==> config.mk <==
export PLATFORM = sky130hd
export DESIGN_NAME = strm_front
export DESIGN_NICKNAME = d
export VERILOG_FILES = /design/src/strm_pkg.sv /design/src/strm_front.sv
export SDC_FILE = /design/constraint.sdc
export NUM_CORES = 1
export LEC_CHECK = 0
export BUFFER_PORTS_ARGS = -buffer_cell sky130_fd_sc_hd__clkbuf_2
export CORE_UTILIZATION = 40
export CTS_CLUSTER_SIZE = 40
export DETAILED_ROUTE_END_ITERATION = 7
export PLACE_DENSITY_LB_ADDON = 0.08
export SYNTH_ARGS = -nofsm -noshare
export SYNTH_HDL_FRONTEND = slang
export SYNTH_SLANG_ARGS = --single-unit
==> constraint.sdc <==
create_clock -name clk -period 2.6 [get_ports clk]
set_input_delay 0.26 -clock clk [delete_from_list [all_inputs] [get_ports clk]]
set_output_delay 0.26 -clock clk [all_outputs]
set_load 0.03 [all_outputs]
==> src/strm_pkg.sv <==
`timescale 1ns / 1ps
// ----------------------------------------------------------------------------
// Sparse table range-minimum package
// Shared sizes, codes and the queue item type of the range-minimum engine.
// ----------------------------------------------------------------------------
package strm_pkg;

    localparam int MAX_LEN   = 1024;
    localparam int LEVELS    = 11;
    localparam int VAL_W     = 32;
    localparam int POS_W     = $clog2(MAX_LEN);
    localparam int CNT_W     = $clog2(MAX_LEN + 1);
    localparam int LVL_W     = $clog2(LEVELS + 1);
    localparam int TBL_DEPTH = LEVELS * MAX_LEN;
    localparam int TBL_AW    = $clog2(TBL_DEPTH);
    localparam int Q_DEPTH   = 2;

    localparam logic [1:0] KIND_APPEND = 2'd0;
    localparam logic [1:0] KIND_QUERY  = 2'd1;
    localparam logic [1:0] KIND_CLEAR  = 2'd2;
    localparam logic [1:0] KIND_UNUSED = 2'd3;

    localparam logic [1:0] ST_OK        = 2'd0;
    localparam logic [1:0] ST_BAD_RANGE = 2'd1;
    localparam logic [1:0] ST_FULL      = 2'd2;

    typedef enum logic [1:0] {
        OP_APPEND,
        OP_QUERY,
        OP_CLEAR
    } op_t;

    typedef struct packed {
        op_t                      op;
        logic signed [VAL_W-1:0]  value;
        logic [CNT_W-1:0]         range_end;
        logic                     bad_order;
        logic [LVL_W-1:0]         level;
        logic [POS_W-1:0]         pos_x;
        logic [POS_W-1:0]         pos_y;
    } op_item_t;

    function automatic logic [TBL_AW-1:0] tbl_addr(input logic [LVL_W-1:0] lvl,
                                                  input logic [POS_W-1:0] pos);
        logic [LVL_W+POS_W-1:0] full;
        full = {lvl, pos};
        return full[TBL_AW-1:0];
    endfunction

endpackage

==> src/strm_front.sv <==
`timescale 1ns / 1ps
// ----------------------------------------------------------------------------
// Range-minimum front end
// Accepts input beats, drops unused kinds, and works out the query level
// and the two window positions before the item enters the queue.
// ----------------------------------------------------------------------------
module strm_front import strm_pkg::*; (
    input  logic                    clk,
    input  logic                    rst_n,
    input  logic                    in_valid,
    output logic                    in_ready,
    input  logic [1:0]              kind,
    input  logic signed [VAL_W-1:0] value,
    input  logic [POS_W-1:0]        range_start,
    input  logic [CNT_W-1:0]        range_end,
    output logic                    push,
    output op_item_t                push_item,
    input  logic                    push_ready
);

    logic       hold_valid_reg;
    logic       hold_valid_next;
    op_item_t   hold_item_reg;
    op_item_t   item_next;
    logic [CNT_W-1:0] len;
    logic [LVL_W-1:0] lvl;
    logic [CNT_W:0]   span;

    assign in_ready  = !hold_valid_reg || push_ready;
    assign push      = hold_valid_reg;
    assign push_item = hold_item_reg;

    always_comb
    begin
        len = range_end - CNT_W'(range_start);
        lvl = '0;
        for (int i = 0; i < CNT_W; i++)
        begin
            if (len[i])
            begin
                lvl = LVL_W'(i);
            end
        end
        span = (CNT_W+1)'(1) << lvl;
        item_next.value     = value;
        item_next.range_end = range_end;
        item_next.bad_order = ({1'b0, range_start} >= range_end);
        item_next.level     = lvl;
        item_next.pos_x     = POS_W'(CNT_W'(range_start) + span[CNT_W-1:0] - CNT_W'(1));
        item_next.pos_y     = POS_W'(range_end - CNT_W'(1));
        unique case (kind)
            KIND_APPEND: item_next.op = OP_APPEND;
            KIND_QUERY:  item_next.op = OP_QUERY;
            default:     item_next.op = OP_CLEAR;
        endcase
    end

    always_comb
    begin
        hold_valid_next = hold_valid_reg;
        if (push && push_ready)
        begin
            hold_valid_next = 1'b0;
        end
        if (in_valid && in_ready && kind != KIND_UNUSED)
        begin
            hold_valid_next = 1'b1;
        end
    end

    always_ff @(posedge clk or negedge rst_n)
    begin
        if (!rst_n)
        begin
            hold_valid_reg <= 1'b0;
        end
        else
        begin
            hold_valid_reg <= hold_valid_next;
        end
    end

    always_ff @(posedge clk)
    begin
        if (in_valid && in_ready)
        begin
            hold_item_reg <= item_next;
        end
    end

endmodule

==> qor.yml <==
cts_tree: "built"
synth_top_cell_area_share_pct: 56.9
track_usage_pct: 18.5
ys_warn_count: 0
start_util_pct: 41.7
maxCapViolCount: 0
core.rowCount: 34
switching_share_pct: 30.5
die_w_um: 98.1
port_buffers: 130
clock_power_share_pct: 25.6
avgViaCountPerCell: 4.70
vias: 2943
fin_nets: 602
fin_crit_ns: 3.93
seq_area_frac_synth_pct: 57.6
drt_iter0_drc: 94
yosys_most_used_dff: "edfxtp_1"
fin_total_pwr_mw: 3.34
critPathLaunchType: "primary input"
gp_congestion: 0.864
grt_pass1_vias: 2903
synth_commonest_cells: "edfxtp_1 (70), inv_1 (37), ha_1 (28)"
clkSinkCount: 71
violations: "design-rule violations, negative setup slack"
post-synth-top-count-cell: "edfxtp_1"
insertion_delay_ns: 0.33
dp_cells: 603
synthCells: 290
p_int_mw: 2.32
area_growth_pct: 51.0
cts_buffers: 9
clockBufferDepth: 2
synth_edf_count: 70
final_max_slew_viol_count: 0
dpl.hpwl_mm: 6.82
comb_power_share_pct: 32.5
max_freq_ghz: 0.254
antenna_found_initial: 0
ctsHtreeMaxLevel: 3
io_pins: 131
worstSetupPathType: "primary input to flop"
wl_per_cell_um: 13.7
clock_skew_ns: 0.00843
die_h_um: 98.1
tightest_slew_ns: 0.441
worstPathArrival_ns: 4.03
antenna_cells: 0
core_area_um2: 8850
fin_hold_ws_ns: 0.0904
wl_mm: 8.58
rr_startpoint: "push"
synth_nets: 379
final_cell_count_no_fill: 626
dr.pass1.iters: 7
setup_violations: 10
crit_start: "range_end[0]"
rsz0062_at_grt: "true"
maxSlewHeadroom_pct: 70.5
critPathMaxFanout: 3
drc_errors: 17
grt_max_degree: 71
powerDensity_nw_per_um2: 598
ys_seq_elements: 71
cts-root-buf: "clkbuf_8"
grt-ovfl-total: 0
fin_crit_sh_pct: 151
async_flop_share_pct: 1.41
ant_nets: 0
p_sw_mw: 1.02
synth_top_area_cell: "edfxtp_1"
die-area_um2: 9620
power_frac_seq_pct: 41.9
grt_pass1_wl_mm: 13.8
required_ns: 2.69
hold_class: "primary input to flop"
netlist_top_cells_area: "edfxtp_1 (57%), ha_1 (9.5%), inv_1 (3.8%)"
setup_slack_ns: -1.33
drive_above_1_share_pct: 53.5
ys_types: 55
vdd_ir_drop_max_uv: 220
p_leak_nw: 2.53
outcome: "finished, violations left"
holdCritStartpoint: "value[14]"
crit_path_end_kind: "flop"
syn_area_um2: 3690
clk_pin_slew_ns: 0.08
finalHoldViolCount: 0
avgSynthCellArea_um2: 12.7
-- metal layers --
metal	wire, um	GRT usage [%]	up-vias
met2	4300	33.1	92
met5	0	0	-
met1	3540	21.8	1349
met3	609	4.65	10
met4	130	5.83	0
li1	-	-	1492
-- worst max-delay path: stages --
cell	delay [ns]
clkbuf_16	0.14
inv_12	0.05
ha_4	0.12
fa_2	0.22
nor2b_4	0.04
o31a_1	0.25
o31a_1	0.28
a221o_1	0.35
xnor2_2	0.17
a211oi_4	0.28
nand4b_1	0.14
ha_1	0.31
inv_2	0.05
ha_4	0.15
fa_2	0.35
a21oi_2	0.13
nor2b_1	0.07
nor3_2	0.10
nor2_1	0.08
o41ai_2	0.22
xnor2_1	0.17
xnor2_1	0.09
-- cells in the final DEF (no fill, tap or decap), drive strengths merged, types with 3 or more instances in the layout --
cell / count
buf: 86
clkbuf: 140
nor4: 3
inv: 37
a211oi: 4
nand2: 14
nor2b: 6
nor4b: 3
xor2: 12
xnor2: 12
nand2b: 5
nor3: 5
nand4: 3
and2: 4
a21o: 4
a21oi: 6
nand3b: 4
clkinv: 3
edfxtp: 70
nor2: 22
nand3: 5
ha: 28
o21ai: 7
-- cell type report --
class	instances	area [um2]
clock buffer	10	128
clock inverter	6	71.3
fill	760	3270
inverter	37	154
multi-input combinational	177	1610
sequential	71	2130
tap	108	135
timing repair buffer	217	1350
-- state kept, by name, indices dropped and copies added (netlist names) --
| register | count |
|---|---|
| push | 1 |
| push_item | 70 |
-- through the flow --
| stage | TNS (ns) | worst slack, ns | util (%) | cell area (um2) |
|---|---|---|---|---|
| 2_1_floorplan | -9.07 | -1.51 | - | 3810 |
| 3_3_place_gp | -12.86 | -1.79 | 58.4 | 5170 |
| 3_5_place_dp | -13.32 | -1.86 | 58.4 | 5170 |
| 4_1_cts | -8.38 | -1.42 | 62.3 | 5510 |
| 5_1_grt | -10.07 | -1.60 | 63.0 | 5580 |
| 6_report | -8.33 | -1.33 | 63.0 | 5580 |
-- final timing paths --
path | cells after the start | to | slack [ns]
max in group asynchronous | 2 | push | 2.29
worst max register to register | 3 | push_item[14] | 1.26
min in group asynchronous | 2 | push | 0.23
worst min register to register | 2 | push | 0.52
worst max-delay path | 22 | push_item[19] | -1.33
worst min-delay path | 1 | push_item[50] | 0.09
-- logic make-up (layout without fill, tap and decap cells) --
kind of cell | after synthesis | in the layout | synth area share (%)
and+or+nand+nor | 83 | 83 | 12.5
xor gates and xnor gates | 24 | 24 | 6.10
DFF | 71 | 71 | 57.6
adders and majority gates | 30 | 30 | 10.6
AOI/OAI and AO/OA | 40 | 40 | 8.68
buffers and inverters | 42 | 270 | 4.54
-- power groups by stage --
| stage | registers, mW | logic [mW] | clock network (mW) |
|---|---|---|---|
| global route | 1.41 | 1.18 | 0.927 |
| detailed placement | 1.43 | 1.02 | 0 |
| CTS | 1.40 | 1.07 | 0.878 |
| floorplan | 1.61 | 0.423 | 0 |
| finish | 1.40 | 1.08 | 0.853 |
| global placement | 1.42 | 1.02 | 0 |
-- repair_timing --
action / in CTS / in global routing
setup endpoints to repair: 10 / 10
hold endpoints to repair: 1 / 0
hold buffers: 1 / 0
setup buffers: 3 / 4
gates resized for setup: 18 / 9
pin swaps: 15 / 5
(Power assumes the default switching activity.)
